--- config.mk ---
export PLATFORM = sky130hd
export DESIGN_NAME = resource_map_allocator
export DESIGN_NICKNAME = d
export VERILOG_FILES = /design/src/rma_pkg.sv /design/src/rma_datapath.sv /design/src/rma_ctrl.sv /design/src/resource_map_allocator.sv
export SDC_FILE = /design/constraint.sdc
export NUM_CORES = 1
export LEC_CHECK = 0
export ABC_CLOCK_PERIOD_IN_PS = 9000
export BUFFER_PORTS_ARGS = -buffer_cell sky130_fd_sc_hd__buf_4
export CAP_MARGIN = 20
export CORE_MARGIN = 8
export CORE_UTILIZATION = 40
export DETAILED_ROUTE_END_ITERATION = 16
export PLACE_DENSITY = 0.65
export SLEW_MARGIN = 0
export SYNTH_ARGS = -nofsm -noshare
export SYNTH_HDL_FRONTEND = slang
export SYNTH_SLANG_ARGS = --single-unit
--- constraint.sdc ---
create_clock -name clk -period 9 [get_ports clk]
set_input_delay 1.35 -clock clk [delete_from_list [all_inputs] [get_ports clk]]
set_output_delay 1.35 -clock clk [all_outputs]
set_load 0.03 [all_outputs]
--- src/rma_pkg.sv ---
// ----------------------------------------------------------------------------
// rma_pkg: shared types and constants of the resource map allocator
// Status codes, write-data selects and the controller/datapath interface.
// ----------------------------------------------------------------------------
package rma_pkg;

  localparam int MAP_ENTRIES_DEF = 16;
  localparam int ADDR_BITS_DEF   = 16;

  // Result status codes
  typedef enum logic [1:0] {
    ST_OK      = 2'd0,
    ST_NOFIT   = 2'd1,
    ST_BADFREE = 2'd2,
    ST_DROPPED = 2'd3
  } status_t;

  // Source of the data written into the extent memory
  typedef enum logic [2:0] {
    WD_SHRINK,      // current entry, base advanced and length reduced
    WD_COPY,        // entry read last cycle, for table shifts
    WD_ZERO,        // empty entry
    WD_PREV_LEN,    // previous entry grown by the freed length
    WD_PREV_BOTH,   // previous entry grown by freed and next extents
    WD_NEW,         // freed extent as is
    WD_NEXT_MERGE   // freed extent joined with the current entry
  } wdsel_t;

  typedef struct packed {
    logic    load_req;
    logic    rd_en;
    logic    wr_en;
    wdsel_t  wr_sel;
    logic    save_prev;
    logic    res_set;
    logic    res_take_base;
    status_t res_code;
    logic    out_load;
  } cmd_t;

  typedef struct packed {
    logic is_free;
    logic reject;
    logic rd_zero;
    logic fits;
    logic exact;
    logic stop;
    logic overlap;
    logic end_eq;
    logic prev_adj;
  } sts_t;

endpackage

--- src/rma_datapath.sv ---
// ----------------------------------------------------------------------------
// rma_datapath: extent memory and arithmetic
// Holds the request, the extent table with per-entry valid bits, the
// previous-entry registers, the result and the output register.
// ----------------------------------------------------------------------------
module rma_datapath #(
  parameter int MAP_ENTRIES = rma_pkg::MAP_ENTRIES_DEF,
  parameter int ADDR_BITS   = rma_pkg::ADDR_BITS_DEF,
  localparam int IW = $clog2(MAP_ENTRIES)
) (
  input  logic           clk,
  input  logic           rst_n,
  input  rma_pkg::cmd_t  cmd,
  input  logic [IW-1:0]  rd_addr,
  input  logic [IW-1:0]  wr_addr,
  input  logic [31:0]    in_tdata,   // [15:0] base_in, [31:16] length_in
  input  logic           in_tuser,   // [0] cmd
  output logic [15:0]    out_tdata,  // [15:0] base_out
  output logic [1:0]     out_tuser,  // [1:0] status
  output rma_pkg::sts_t  sts
);

  localparam int AW = ADDR_BITS;
  localparam int XW = ((AW > 16) ? AW : 16) + 2;
  localparam logic [XW-1:0] MASK_X = {{(XW-AW){1'b0}}, {AW{1'b1}}};

  logic [2*AW-1:0]     mem [MAP_ENTRIES];
  logic [MAP_ENTRIES-1:0] valid_r;
  logic [2*AW-1:0]     rd_data_r;

  logic                req_free_r;
  logic [15:0]         req_base_r;
  logic [15:0]         req_len_r;
  logic [AW-1:0]       pbase_r;
  logic [AW-1:0]       plen_r;
  logic [15:0]         res_base_r;
  rma_pkg::status_t    res_code_r;
  logic [15:0]         out_base_r;
  rma_pkg::status_t    out_code_r;

  logic [AW-1:0]       rbase;
  logic [AW-1:0]       rlen;
  logic [XW-1:0]       base_x, len_x, end_x, rbase_x, rlen_x, prev_end_x;
  logic [XW-1:0]       shrink_base_x, shrink_len_x, prev_len_x, both_len_x, next_len_x;
  logic [2*AW-1:0]     wr_data;

  assign rbase = rd_data_r[2*AW-1:AW];
  assign rlen  = rd_data_r[AW-1:0];

  assign base_x        = XW'(req_base_r);
  assign len_x         = XW'(req_len_r);
  assign end_x         = base_x + len_x;
  assign rbase_x       = XW'(rbase);
  assign rlen_x        = XW'(rlen);
  assign prev_end_x    = XW'(pbase_r) + XW'(plen_r);
  assign shrink_base_x = rbase_x + len_x;
  assign shrink_len_x  = rlen_x - len_x;
  assign prev_len_x    = XW'(plen_r) + len_x;
  assign both_len_x    = prev_len_x + rlen_x;
  assign next_len_x    = rlen_x + len_x;

  always_comb begin
    sts.is_free  = req_free_r;
    sts.reject   = (req_len_r == 16'd0) || (end_x > MASK_X);
    sts.rd_zero  = (rlen == '0);
    sts.fits     = (rlen_x >= len_x);
    sts.exact    = (rlen_x == len_x);
    sts.stop     = (base_x < rbase_x) || (rlen == '0);
    sts.overlap  = (rlen != '0) && (end_x > rbase_x);
    sts.end_eq   = (end_x == rbase_x);
    sts.prev_adj = (prev_end_x == base_x);
  end

  always_comb begin
    case (cmd.wr_sel)
      rma_pkg::WD_SHRINK:     wr_data = {shrink_base_x[AW-1:0], shrink_len_x[AW-1:0]};
      rma_pkg::WD_COPY:       wr_data = rd_data_r;
      rma_pkg::WD_ZERO:       wr_data = '0;
      rma_pkg::WD_PREV_LEN:   wr_data = {pbase_r, prev_len_x[AW-1:0]};
      rma_pkg::WD_PREV_BOTH:  wr_data = {pbase_r, both_len_x[AW-1:0]};
      rma_pkg::WD_NEW:        wr_data = {base_x[AW-1:0], len_x[AW-1:0]};
      rma_pkg::WD_NEXT_MERGE: wr_data = {base_x[AW-1:0], next_len_x[AW-1:0]};
      default:                wr_data = '0;
    endcase
  end

  // Extent memory: one write and one registered read per cycle
  always_ff @(posedge clk) begin
    if (cmd.wr_en) begin
      mem[wr_addr] <= wr_data;
    end
    if (cmd.rd_en) begin
      rd_data_r <= valid_r[rd_addr] ? mem[rd_addr] : '0;
    end
  end

  // Valid bits: an entry never written reads as empty
  always_ff @(posedge clk) begin
    if (!rst_n) begin
      valid_r <= '0;
    end else if (cmd.wr_en) begin
      valid_r[wr_addr] <= 1'b1;
    end
  end

  always_ff @(posedge clk) begin
    if (cmd.load_req) begin
      req_free_r <= in_tuser;
      req_base_r <= in_tdata[15:0];
      req_len_r  <= in_tdata[31:16];
    end
    if (cmd.save_prev) begin
      pbase_r <= rbase;
      plen_r  <= rlen;
    end
    if (cmd.res_set) begin
      res_code_r <= cmd.res_code;
      res_base_r <= cmd.res_take_base ? rbase_x[15:0] : 16'd0;
    end
    if (cmd.out_load) begin
      out_base_r <= res_base_r;
      out_code_r <= res_code_r;
    end
  end

  assign out_tdata = out_base_r;
  assign out_tuser = out_code_r;

endmodule

--- src/rma_ctrl.sv ---
// ----------------------------------------------------------------------------
// rma_ctrl: sequencer of the resource map allocator
// Scans the table one entry a cycle, then drives shrink, merge, insert and
// table shifts, and hands the result to the output register.
// ----------------------------------------------------------------------------
module rma_ctrl #(
  parameter int MAP_ENTRIES = rma_pkg::MAP_ENTRIES_DEF,
  localparam int IW = $clog2(MAP_ENTRIES)
) (
  input  logic           clk,
  input  logic           rst_n,
  input  rma_pkg::sts_t  sts,
  output rma_pkg::cmd_t  cmd,
  output logic [IW-1:0]  rd_addr,
  output logic [IW-1:0]  wr_addr,
  input  logic           in_tvalid,
  output logic           in_tready,
  output logic           out_tvalid,
  input  logic           out_tready
);

  localparam logic [IW-1:0] LAST = IW'(MAP_ENTRIES - 1);

  typedef enum logic [2:0] {
    S_IDLE,
    S_SCAN,
    S_SHDN,
    S_CLR,
    S_UPCHK,
    S_SHUP,
    S_WRNEW,
    S_DONE
  } state_t;

  state_t        state_r, state_nxt;
  logic [IW-1:0] idx_r, idx_nxt;
  logic [IW-1:0] k_r, k_nxt;
  logic          out_valid_r, out_valid_nxt;
  logic          padj;

  assign padj = sts.prev_adj && (idx_r != '0);

  always_comb begin
    state_nxt = state_r;
    idx_nxt   = idx_r;
    k_nxt     = k_r;
    cmd       = '0;
    cmd.wr_sel   = rma_pkg::WD_ZERO;
    cmd.res_code = rma_pkg::ST_OK;
    rd_addr   = idx_r + IW'(1);
    wr_addr   = idx_r;
    in_tready = 1'b0;

    case (state_r)
      S_IDLE: begin
        in_tready = 1'b1;
        rd_addr   = '0;
        if (in_tvalid) begin
          cmd.load_req = 1'b1;
          cmd.rd_en    = 1'b1;
          idx_nxt      = '0;
          state_nxt    = S_SCAN;
        end
      end
      S_SCAN: begin
        cmd.rd_en = (idx_r != LAST);
        if (!sts.is_free) begin
          if (sts.rd_zero) begin
            cmd.res_set  = 1'b1;
            cmd.res_code = rma_pkg::ST_NOFIT;
            state_nxt    = S_DONE;
          end else if (sts.fits) begin
            cmd.res_set       = 1'b1;
            cmd.res_take_base = 1'b1;
            if (sts.exact) begin
              state_nxt = (idx_r == LAST) ? S_CLR : S_SHDN;
            end else begin
              cmd.wr_en  = 1'b1;
              cmd.wr_sel = rma_pkg::WD_SHRINK;
              state_nxt  = S_DONE;
            end
          end else if (idx_r == LAST) begin
            cmd.res_set  = 1'b1;
            cmd.res_code = rma_pkg::ST_NOFIT;
            state_nxt    = S_DONE;
          end else begin
            idx_nxt = idx_r + IW'(1);
          end
        end else if (sts.reject) begin
          cmd.res_set  = 1'b1;
          cmd.res_code = rma_pkg::ST_BADFREE;
          state_nxt    = S_DONE;
        end else if (sts.stop) begin
          cmd.res_set = 1'b1;
          if (sts.overlap) begin
            cmd.res_code = rma_pkg::ST_BADFREE;
            state_nxt    = S_DONE;
          end else if (sts.rd_zero) begin
            cmd.wr_en = 1'b1;
            if (padj) begin
              wr_addr    = idx_r - IW'(1);
              cmd.wr_sel = rma_pkg::WD_PREV_LEN;
            end else begin
              cmd.wr_sel = rma_pkg::WD_NEW;
            end
            state_nxt = S_DONE;
          end else if (sts.end_eq) begin
            cmd.wr_en = 1'b1;
            if (padj) begin
              // fold the next extent into the previous one, then close the gap
              wr_addr    = idx_r - IW'(1);
              cmd.wr_sel = rma_pkg::WD_PREV_BOTH;
              state_nxt  = (idx_r == LAST) ? S_CLR : S_SHDN;
            end else begin
              cmd.wr_sel = rma_pkg::WD_NEXT_MERGE;
              state_nxt  = S_DONE;
            end
          end else if (padj) begin
            cmd.wr_en  = 1'b1;
            wr_addr    = idx_r - IW'(1);
            cmd.wr_sel = rma_pkg::WD_PREV_LEN;
            state_nxt  = S_DONE;
          end else begin
            // insert: fetch the last entry to see whether it falls off
            cmd.res_set = 1'b0;
            cmd.rd_en   = 1'b1;
            rd_addr     = LAST;
            k_nxt       = idx_r;
            state_nxt   = S_UPCHK;
          end
        end else begin
          cmd.save_prev = 1'b1;
          if (idx_r == LAST) begin
            cmd.res_set  = 1'b1;
            cmd.res_code = rma_pkg::ST_BADFREE;
            state_nxt    = S_DONE;
          end else begin
            idx_nxt = idx_r + IW'(1);
          end
        end
      end
      S_SHDN: begin
        cmd.wr_en  = 1'b1;
        cmd.wr_sel = rma_pkg::WD_COPY;
        if (idx_r == LAST - IW'(1)) begin
          state_nxt = S_CLR;
        end else begin
          cmd.rd_en = 1'b1;
          rd_addr   = idx_r + IW'(2);
          idx_nxt   = idx_r + IW'(1);
        end
      end
      S_CLR: begin
        cmd.wr_en  = 1'b1;
        cmd.wr_sel = rma_pkg::WD_ZERO;
        wr_addr    = LAST;
        state_nxt  = S_DONE;
      end
      S_UPCHK: begin
        cmd.res_set  = 1'b1;
        cmd.res_code = sts.rd_zero ? rma_pkg::ST_OK : rma_pkg::ST_DROPPED;
        if (k_r == LAST) begin
          state_nxt = S_WRNEW;
        end else begin
          cmd.rd_en = 1'b1;
          rd_addr   = LAST - IW'(1);
          idx_nxt   = LAST;
          state_nxt = S_SHUP;
        end
      end
      S_SHUP: begin
        cmd.wr_en  = 1'b1;
        cmd.wr_sel = rma_pkg::WD_COPY;
        if (idx_r - IW'(1) == k_r) begin
          state_nxt = S_WRNEW;
        end else begin
          cmd.rd_en = 1'b1;
          rd_addr   = idx_r - IW'(2);
          idx_nxt   = idx_r - IW'(1);
        end
      end
      S_WRNEW: begin
        cmd.wr_en  = 1'b1;
        cmd.wr_sel = rma_pkg::WD_NEW;
        wr_addr    = k_r;
        state_nxt  = S_DONE;
      end
      S_DONE: begin
        if (!out_valid_r || out_tready) begin
          cmd.out_load = 1'b1;
          state_nxt    = S_IDLE;
        end
      end
      default: begin
        state_nxt = S_IDLE;
      end
    endcase
  end

  always_comb begin
    if (cmd.out_load) begin
      out_valid_nxt = 1'b1;
    end else if (out_tready) begin
      out_valid_nxt = 1'b0;
    end else begin
      out_valid_nxt = out_valid_r;
    end
  end

  always_ff @(posedge clk) begin
    if (!rst_n) begin
      state_r     <= S_IDLE;
      idx_r       <= '0;
      k_r         <= '0;
      out_valid_r <= 1'b0;
    end else begin
      state_r     <= state_nxt;
      idx_r       <= idx_nxt;
      k_r         <= k_nxt;
      out_valid_r <= out_valid_nxt;
    end
  end

  assign out_tvalid = out_valid_r;

endmodule

--- src/resource_map_allocator.sv ---
// ----------------------------------------------------------------------------
// resource_map_allocator: first-fit free-space map of extents
// Allocates and frees extents from a base-sorted table of free extents.
// ----------------------------------------------------------------------------
// Usage:
//   Input stream in_*: in_tuser carries the command (0 allocate, 1 free),
//   in_tdata carries base_in and length_in. Each transfer produces exactly one
//   result transfer on out_*: out_tdata is the allocated base (zero on a
//   failure and for every free), out_tuser the status code.
//   One request at a time. The scan reads one table entry per cycle, paced
//   by the single read port of the extent memory; removing or inserting an
//   entry then shifts the entries behind it one per cycle. An insert scans
//   to the slot, fetches the last entry, shifts everything above the slot
//   and writes the new entry. The next input transfer can be taken in the
//   cycle after the result is loaded.
//   Reset (rst_n low, synchronous) empties the map at once by clearing the
//   per-entry valid bits; no clearing pass is needed.
//   Stall: a finished result waits in the output register while out_tready is
//   low; a new request is still taken during that wait, and its result holds
//   in the datapath until the output register frees up.
// ----------------------------------------------------------------------------
module resource_map_allocator #(
  parameter int MAP_ENTRIES = rma_pkg::MAP_ENTRIES_DEF,
  parameter int ADDR_BITS   = rma_pkg::ADDR_BITS_DEF
) (
  input  logic        clk,
  input  logic        rst_n,
  input  logic        in_tvalid,
  output logic        in_tready,
  input  logic [31:0] in_tdata,   // [15:0] base_in, [31:16] length_in
  input  logic        in_tuser,   // [0] cmd
  output logic        out_tvalid,
  input  logic        out_tready,
  output logic [15:0] out_tdata,  // [15:0] base_out
  output logic [1:0]  out_tuser   // [1:0] status
);

  localparam int IW = $clog2(MAP_ENTRIES);

  rma_pkg::cmd_t cmd;
  rma_pkg::sts_t sts;
  logic [IW-1:0] rd_addr;
  logic [IW-1:0] wr_addr;

  // Sequencer: scan, merge and shift control, output handshake
  rma_ctrl #(
    .MAP_ENTRIES (MAP_ENTRIES)
  ) u_ctrl (
    .clk        (clk),
    .rst_n      (rst_n),
    .sts        (sts),
    .cmd        (cmd),
    .rd_addr    (rd_addr),
    .wr_addr    (wr_addr),
    .in_tvalid  (in_tvalid),
    .in_tready  (in_tready),
    .out_tvalid (out_tvalid),
    .out_tready (out_tready)
  );

  // Datapath: extent memory, compares, adders, result and output registers
  rma_datapath #(
    .MAP_ENTRIES (MAP_ENTRIES),
    .ADDR_BITS   (ADDR_BITS)
  ) u_dp (
    .clk       (clk),
    .rst_n     (rst_n),
    .cmd       (cmd),
    .rd_addr   (rd_addr),
    .wr_addr   (wr_addr),
    .in_tdata  (in_tdata),
    .in_tuser  (in_tuser),
    .out_tdata (out_tdata),
    .out_tuser (out_tuser),
    .sts       (sts)
  );

endmodule
## Yosys cells after proc, flatten, opt, wreduce, memory -nomap -nowiden

Memory sizes are Yosys's and may differ from the RTL's. A register that Yosys moved wholly into a read port is not among the register bits.
Index checks and enable logic that the tools add are counted.

| cells by class | value |
|---|---|
| $add $sub $neg | 11 |
| $lt $le $gt $ge | 7 |
| equal/unequal tests | 31 |
| mux-type cells | 110 |
| bitwise logic cells | 6 |
| reductions and logical operators | 21 |

Operators with widths:

| kind | number |
|---|---|
| 32-bit one-hot mux with 6 select lines | 1 |
| 4-bit two-way mux | 32 |
| 16-bit adder | 4 |
| 3-bit two-way mux | 16 |
| 4-bit one-hot mux with 5 select lines | 2 |
| 18-bit by 16-bit == test with 1-bit output | 2 |
| 1-bit two-way mux | 36 |
| 16-bit by 16-bit adder with 17-bit output | 2 |
| 16-bit logical NOT | 2 |
| 2-bit two-way mux | 12 |
| 3-bit == test (second input constant) | 7 |
| 3-bit one-hot mux with 7 select lines | 1 |
| 18-bit by 16-bit > comparator with 1-bit output | 1 |
| 18-bit by 16-bit > comparator with 1-bit output (second input constant) | 1 |
| 16-bit == test | 1 |
| 16-bit greater-or-equal comparator | 1 |
| 16-bit < comparator | 1 |
| 16-bit OR | 1 |
| 4-bit one-hot mux with 4 select lines | 1 |
| 16-bit nonzero test | 1 |
| 16-bit subtractor | 1 |
| 4-bit == test (second input constant) | 3 |
| 4-bit one-hot mux with 3 select lines | 1 |
| 4-bit by 5-bit < comparator with 1-bit output (second input constant) | 2 |
| other kinds (32) | 54 |

| storage, ports and cells | value |
|---|---|
| register bits after elaboration | 129 |
| memory bits (writable) | 512 |
| bits of input ports | 37 |
| output and inout port bits | 20 |
| word-level logic and storage cells | 201 |
| memories | 1 |

Memories:

| memory | words | bits a word | read ports | clocked after memory_dff | write ports | RTL line | source |
|---|---|---|---|---|---|---|---|
| u_dp.mem | 16 | 32 | 1 | 1 | 1 | rma_datapath.sv:27 | `logic [2*AW-1:0] mem [MAP_ENTRIES];` |

## Depth between registers and ports, before layout

| depth | value |
|---|---|
| word-level depth | 14 |
| mapped depth | 41 |
| depth with buffers taken out | 40 |

## Modules after synthesis

Synthesis repeated with hierarchy kept, for this count alone.

| second synthesis, totals | value |
|---|---|
| cell total of the unflattened synthesis | 2145 |
| area total of the unflattened synthesis | 32452.4 µm² |

Modules (own cells, without submodules):

| module | instances | cells an instance | area an instance (µm²) | seq. area each (µm²) |
|---|---|---|---|---|
| rma_datapath | 1 | 1908 | 30779.5 | 19688.9 |
| rma_ctrl | 1 | 237 | 1672.9 | 240.2 |

## Least setup slack after synthesis

No wires, ideal clock.

| timing path | value |
|---|---|
| path kind | reg-to-reg |
| from | register u_dp.req_len_r[1] |
| to | memory u_dp.mem[0][14] (netlist bit), data pin |
| setup time | 0.360 ns |
| arrival | 8.227 ns |
| required time | 8.640 ns |
| setup slack | 0.413 ns |
| stages on the path, launching flop included | 42 |
| path buffers | 1 |
| period minus slack after synthesis | 8.587 ns |
| cells stage by stage | edfxtp_1 > ha_1 > a21o_1 > a21oi_1 > o21bai_1 > a21oi_1 > o21bai_1 > a21oi_1 > o21bai_1 > a2111o_1 > a31oi_1 > o21bai_1 > a21oi_1 > xnor2_1 > ha_1 > nand2_1 > or3_1 > nor3_1 > (+6 left out) > nand2b_1 > buf_4 > mux2_2 > ha_1 > inv_1 > fa_1 > nor2b_1 > o21ai_0 > nand2b_1 > a21o_1 > a21o_1 > a21oi_1 > o2111ai_1 > a31o_2 > a21oi_1 > xnor2_1 > a222oi_1 > o211ai_1 |

| on the way | value |
|---|---|
| cells in the longest elaborated chain, start to end | 11 |
| elaborated cells on any way between the ends | 30 |
| those cells by class | add/sub (5); order compare (3); eq/ne (7); mux (11); reduce/logical (4) |

Ends and longest elaborated chain:

| element | RTL line | source |
|---|---|---|
| start: declaration | rma_datapath.sv:33 | `logic [15:0] req_len_r;` |
| start signal: assignment | rma_datapath.sv:110 | `req_len_r <= in_tdata[31:16];` |
| parallel branches: the longest is 10 deep, another holds 18-bit by 16-bit > comparator with 1-bit output | n/a |  |
| 32-bit one-hot mux with 6 select lines (*) | rma_datapath.sv:75 | `case (cmd.wr_sel)` |
| net u_dp.wr_data[14] | rma_datapath.sv:45 | `logic [2*AW-1:0] wr_data;` |
| end: declaration | rma_datapath.sv:27 |  |

Mark *: on every way through the listed nets, which the timed path passes.

## Worst setup path after layout

| timing path | value |
|---|---|
| from | register u_dp.req_len_r[1] |
| to | memory u_dp.mem[15][14] (netlist bit), data pin |

The elaborated chain is that of the path after synthesis.

==> run summary <==
SYNTHESIS
-----------------------------------------------------------------------------------------
Synth area leader .......................................................... sky130_fd_sc_hd__edfxtp_1
Top area cells in the synthesized netlist .................................. sky130_fd_sc_hd__edfxtp_1 58%, sky130_fd_sc_hd__mux2i_1 10%, sky130_fd_sc_hd__ha_1 5.0%
Number of enable-type register cells in the synthesized netlist ............          645
Count of warnings emitted by yosys .........................................            0
Net count of the mapped netlist ............................................        2,725
Post-synth cell types ......................................................           88
Yosys top cell area share ..................................................        57.9%
Count of state elements after synthesis ....................................          673
Gate Count Post-Synth ......................................................        2,547
Avg Cell Area, Syn .........................................................    13.1 um^2
Predominant post-synthesis flop cell ....................................... sky130_fd_sc_hd__edfxtp_1
Sequential cell area fraction in the yosys report ..........................        59.6%
Netlist area before placement ..............................................  33,500 um^2
Proportion of register bits with asynchronous set or reset after synthesis .           0%

FINAL LAYOUT
-----------------------------------------------------------------------------------------
Util after Layout ..........................................................        45.4%
Most frequent standard cell in the layout excluding fill and tap cells ..... sky130_fd_sc_hd__edfxtp_1
Commonest cells after routing, fill and taps aside ......................... 645 x sky130_fd_sc_hd__edfxtp_1, 339 x sky130_fd_sc_hd__mux2i_1, 245 x sky130_fd_sc_hd__nand2_1
Number of diodes added for antenna fixing ..................................            0
Largest register by flop count .............................................     u_dp.mem
Number of nets in the layout ...............................................        2,815
Largest registers .......................................................... u_dp.mem x512, u_dp.rd_data_r x32
Layout cell share with drive strength beyond 1 .............................        12.8%
Number of filler instances in the final layout .............................        7,303
Flip-flop count of the largest register after layout .......................          512
Area delta synth->final ....................................................        13.1%

FLOORPLANNING
-----------------------------------------------------------------------------------------
Number of placement rows ...................................................          106
Effective utilization at floorplan .........................................        40.2%
Num ports ..................................................................           57
Core region area ...........................................................  83,300 um^2
Die footprint ..............................................................  93,200 um^2
Die height .................................................................       305 um
Die width ..................................................................       305 um

WORST HOLD PATH
-----------------------------------------------------------------------------------------
Worst hold start ........................................................... u_dp.res_base_r[3]$_SDFFCE_PN0P_
Hold path depth ............................................................            0
Worst min-delay path category .............................................. register to register
Worst min-delay path endpoint .............................................. u_dp.out_tdata[3]$_DFFE_PP_

PLACE
-----------------------------------------------------------------------------------------
Post-placement worst setup slack ...........................................    -0.130 ns
Count of input and output buffers ..........................................           56
Final weighted congestion in routability-driven placement ..................        0.994
HPWL after detailed placement ..............................................      62.3 mm

GRT
-----------------------------------------------------------------------------------------
Wire length of the first global-routing pass ...............................       142 mm
Gr usage total .............................................................        19.9%
Largest net degree at the start of global routing ..........................          106
Initial antenna violation count ............................................            0
Final global-route overflow total ..........................................            0
Number of global-route vias before repair ..................................       22,200

SETUP PATH
-----------------------------------------------------------------------------------------
CP arrival .................................................................      8.91 ns
Maximum fanout along the worst path ........................................           16
Worst-case reg-to-reg path depth ...........................................           41
Terminus of the critical flop-to-flop path ................................. u_dp.mem[15][14]$_DFFE_PP_
Buffers and inverters on the worst path ....................................            2
Top delay family on crit path .............................................. compound AO/OA/AOI/OAI gates
Slowest cell on crit path .................................................. sky130_fd_sc_hd__or4b_1
Critical setup path kind ................................................... register to register
R2R Setup Slk ..............................................................      0.45 ns
Worst R2R Start ............................................................ u_dp.req_len_r[1]$_DFFE_PP_
Delay contributed by the slowest stage of the critical path ................      0.46 ns
Required time of the critical path .........................................      9.36 ns
CP Capture Type ............................................................     register
Kind of start point of the critical path ...................................     register

CLOCK TREE
-----------------------------------------------------------------------------------------
Cts bufs inserted ..........................................................           71
Clk Tree Root Cell ......................................................... sky130_fd_sc_hd__clkbuf_16
CTS tree ...................................................................         done
CTS clk-pin slew, worst paths ..............................................      0.06 ns
Latest clock arrival within the worst-skew pair ............................      0.63 ns
Count of hold-fix buffers inserted at cts ..................................            0
Number of sinks driven by the clock tree ...................................          673
Clock tree buffer depth ....................................................            3
H-Tree Level Count .........................................................            3

TIMING
-----------------------------------------------------------------------------------------
Setup slack after layout ...................................................     0.451 ns
Count of final hold-check violations .......................................            0
Minimum clock period after layout ..........................................      8.55 ns
Count of final setup violators .............................................            0
Highest achievable clock rate ..............................................      117 MHz
Number of max-slew violations in the final report ..........................            0
Worst Tran Pin Value .......................................................      1.14 ns
Worst rel slew slack .......................................................        23.9%
Period utilization .........................................................        95.0%
RSZ-0062 raised after global routing .......................................          yes
Worst setup skew after layout ..............................................    0.0367 ns

DRT
-----------------------------------------------------------------------------------------
Remaining antenna violation count after routing ............................            0
Total via count after detailed routing .....................................       22,400
Final wirelength ...........................................................      95.7 mm
Count of unresolved DRC violations after routing ...........................            0
Router iterations before antenna repair ....................................            9
Wire length per cell after detailed routing ................................      25.4 um
Number of violations reported at the end of detailed-routing iteration 0 ...        2,337
Avg Vias per Cell ..........................................................         5.94

FLOW RUN
-----------------------------------------------------------------------------------------
Max-cap violation count ....................................................            0

STATUS
-----------------------------------------------------------------------------------------
Run status ................................................................. finished clean

## final cells by class
class                   instances  area (um^2)  share of cell area (%)
clock inverters                32          323                   0.853
repair buffers                137         1090                    2.89
clock buffers                  95         1930                    5.10
flip-flops and latches        673        19900                    52.7
multi-input cells            1674        12900                    34.1
inverters                      80          300                   0.794
well taps                    1080         1350                    3.57
## cells by family (layout without fill, tap and decap cells)
kind of cell,after synthesis,after routing,share of synthesized area (%)
XOR/XNOR,103,103,2.74
buffers and inverters,201,344,2.68
adder cells (fa/ha/maj),141,141,5.41
AND/OR/NAND/NOR,547,547,7.61
AO/OA/AOI/OAI,541,542,11.8
multiplexers,341,341,10.2
flip-flops,673,673,59.6
## worst register-to-register path, delay by kind of cell (launching register included)
| kind | cells | cell delay [ns] |
|---|---|---|
| AO/OA/AOI/OAI | 22 | 3.91 |
| AND/OR/NAND/NOR | 10 | 2.15 |
| adder cells (fa/ha/maj) | 4 | 1.05 |
| flip-flops | 1 | 0.39 |
| multiplexers | 1 | 0.35 |
| buffers and inverters | 2 | 0.28 |
| XOR/XNOR | 2 | 0.18 |
## per-layer routing
layer	vias to the layer above	wire [um]	GRT usage (%)	share of wire [%]
li1	10000	-	-	-
met1	11300	40400	26.5	42
met2	951	45900	33.2	48
met3	172	6710	2.95	7.0
met4	0	2780	6.50	2.9
met5	-	0	0	0
## worst max-delay path by stage
stage,start,to,depth (start not counted)
after floorplan,u_dp.req_len_r[1]$_DFFE_PP_,u_dp.mem[0][14]$_DFFE_PP_,41
after global placement,u_dp.req_len_r[1]$_DFFE_PP_,u_dp.mem[12][8]$_DFFE_PP_,41
after detailed placement,u_dp.req_len_r[1]$_DFFE_PP_,u_dp.mem[13][8]$_DFFE_PP_,41
after CTS,u_dp.req_len_r[1]$_DFFE_PP_,u_dp.mem[4][14]$_DFFE_PP_,41
after global routing,u_dp.req_len_r[1]$_DFFE_PP_,u_dp.mem[15][14]$_DFFE_PP_,41
final,u_dp.req_len_r[1]$_DFFE_PP_,u_dp.mem[15][14]$_DFFE_PP_,41
## timing repair
item                       in CTS  in global routing
gates resized for setup         1                 17
hold endpoints to repair        0                  0
cloned                          0                  1
setup endpoints to repair      64                160
pin swaps                       1                  9
buffers inserted                1                  1
## cells in the mapped netlist (12+ instances only)
library cell and n:
sky130_fd_sc_hd__a21oi_1 119, sky130_fd_sc_hd__edfxtp_1 645, sky130_fd_sc_hd__xnor2_1 73, sky130_fd_sc_hd__buf_2 59
sky130_fd_sc_hd__nor3_1 29, sky130_fd_sc_hd__inv_1 80, sky130_fd_sc_hd__a21o_1 32, sky130_fd_sc_hd__and3_1 17
sky130_fd_sc_hd__a22oi_1 31, sky130_fd_sc_hd__nor4_1 30, sky130_fd_sc_hd__ha_1 135, sky130_fd_sc_hd__nor2_1 101
sky130_fd_sc_hd__nand4_1 12, sky130_fd_sc_hd__nor2b_1 14, sky130_fd_sc_hd__o22ai_1 14, sky130_fd_sc_hd__o21ai_0 74
sky130_fd_sc_hd__dfxtp_1 28, sky130_fd_sc_hd__xor2_1 29, sky130_fd_sc_hd__o211ai_1 19, sky130_fd_sc_hd__o21a_1 18
sky130_fd_sc_hd__o21bai_1 19, sky130_fd_sc_hd__clkbuf_1 49, sky130_fd_sc_hd__a32oi_1 66, sky130_fd_sc_hd__nand3_1 31
sky130_fd_sc_hd__nand2b_1 13, sky130_fd_sc_hd__mux2i_1 339, sky130_fd_sc_hd__a211oi_2 33, sky130_fd_sc_hd__nand2_1 245
sky130_fd_sc_hd__a211oi_1 17
## stage by stage
stage / setup TNS [ns] / area [um^2] / cells / hold WS, ns
2_1_floorplan: 0 / 33500 / 2547 / 0.400
3_3_place_gp: 0 / 35500 / 3641 / 0.408
3_5_place_dp: -3.27 / 35500 / 3641 / 0.406
4_1_cts: 0 / 37700 / 3769 / 0.420
5_1_grt: -0.292 / 37800 / 3771 / 0.434
6_report: 0 / 37800 / 3771 / 0.418
Power is not shown: default switching activity piles up to over one toggle a cycle in this logic, so the estimate is an artifact.
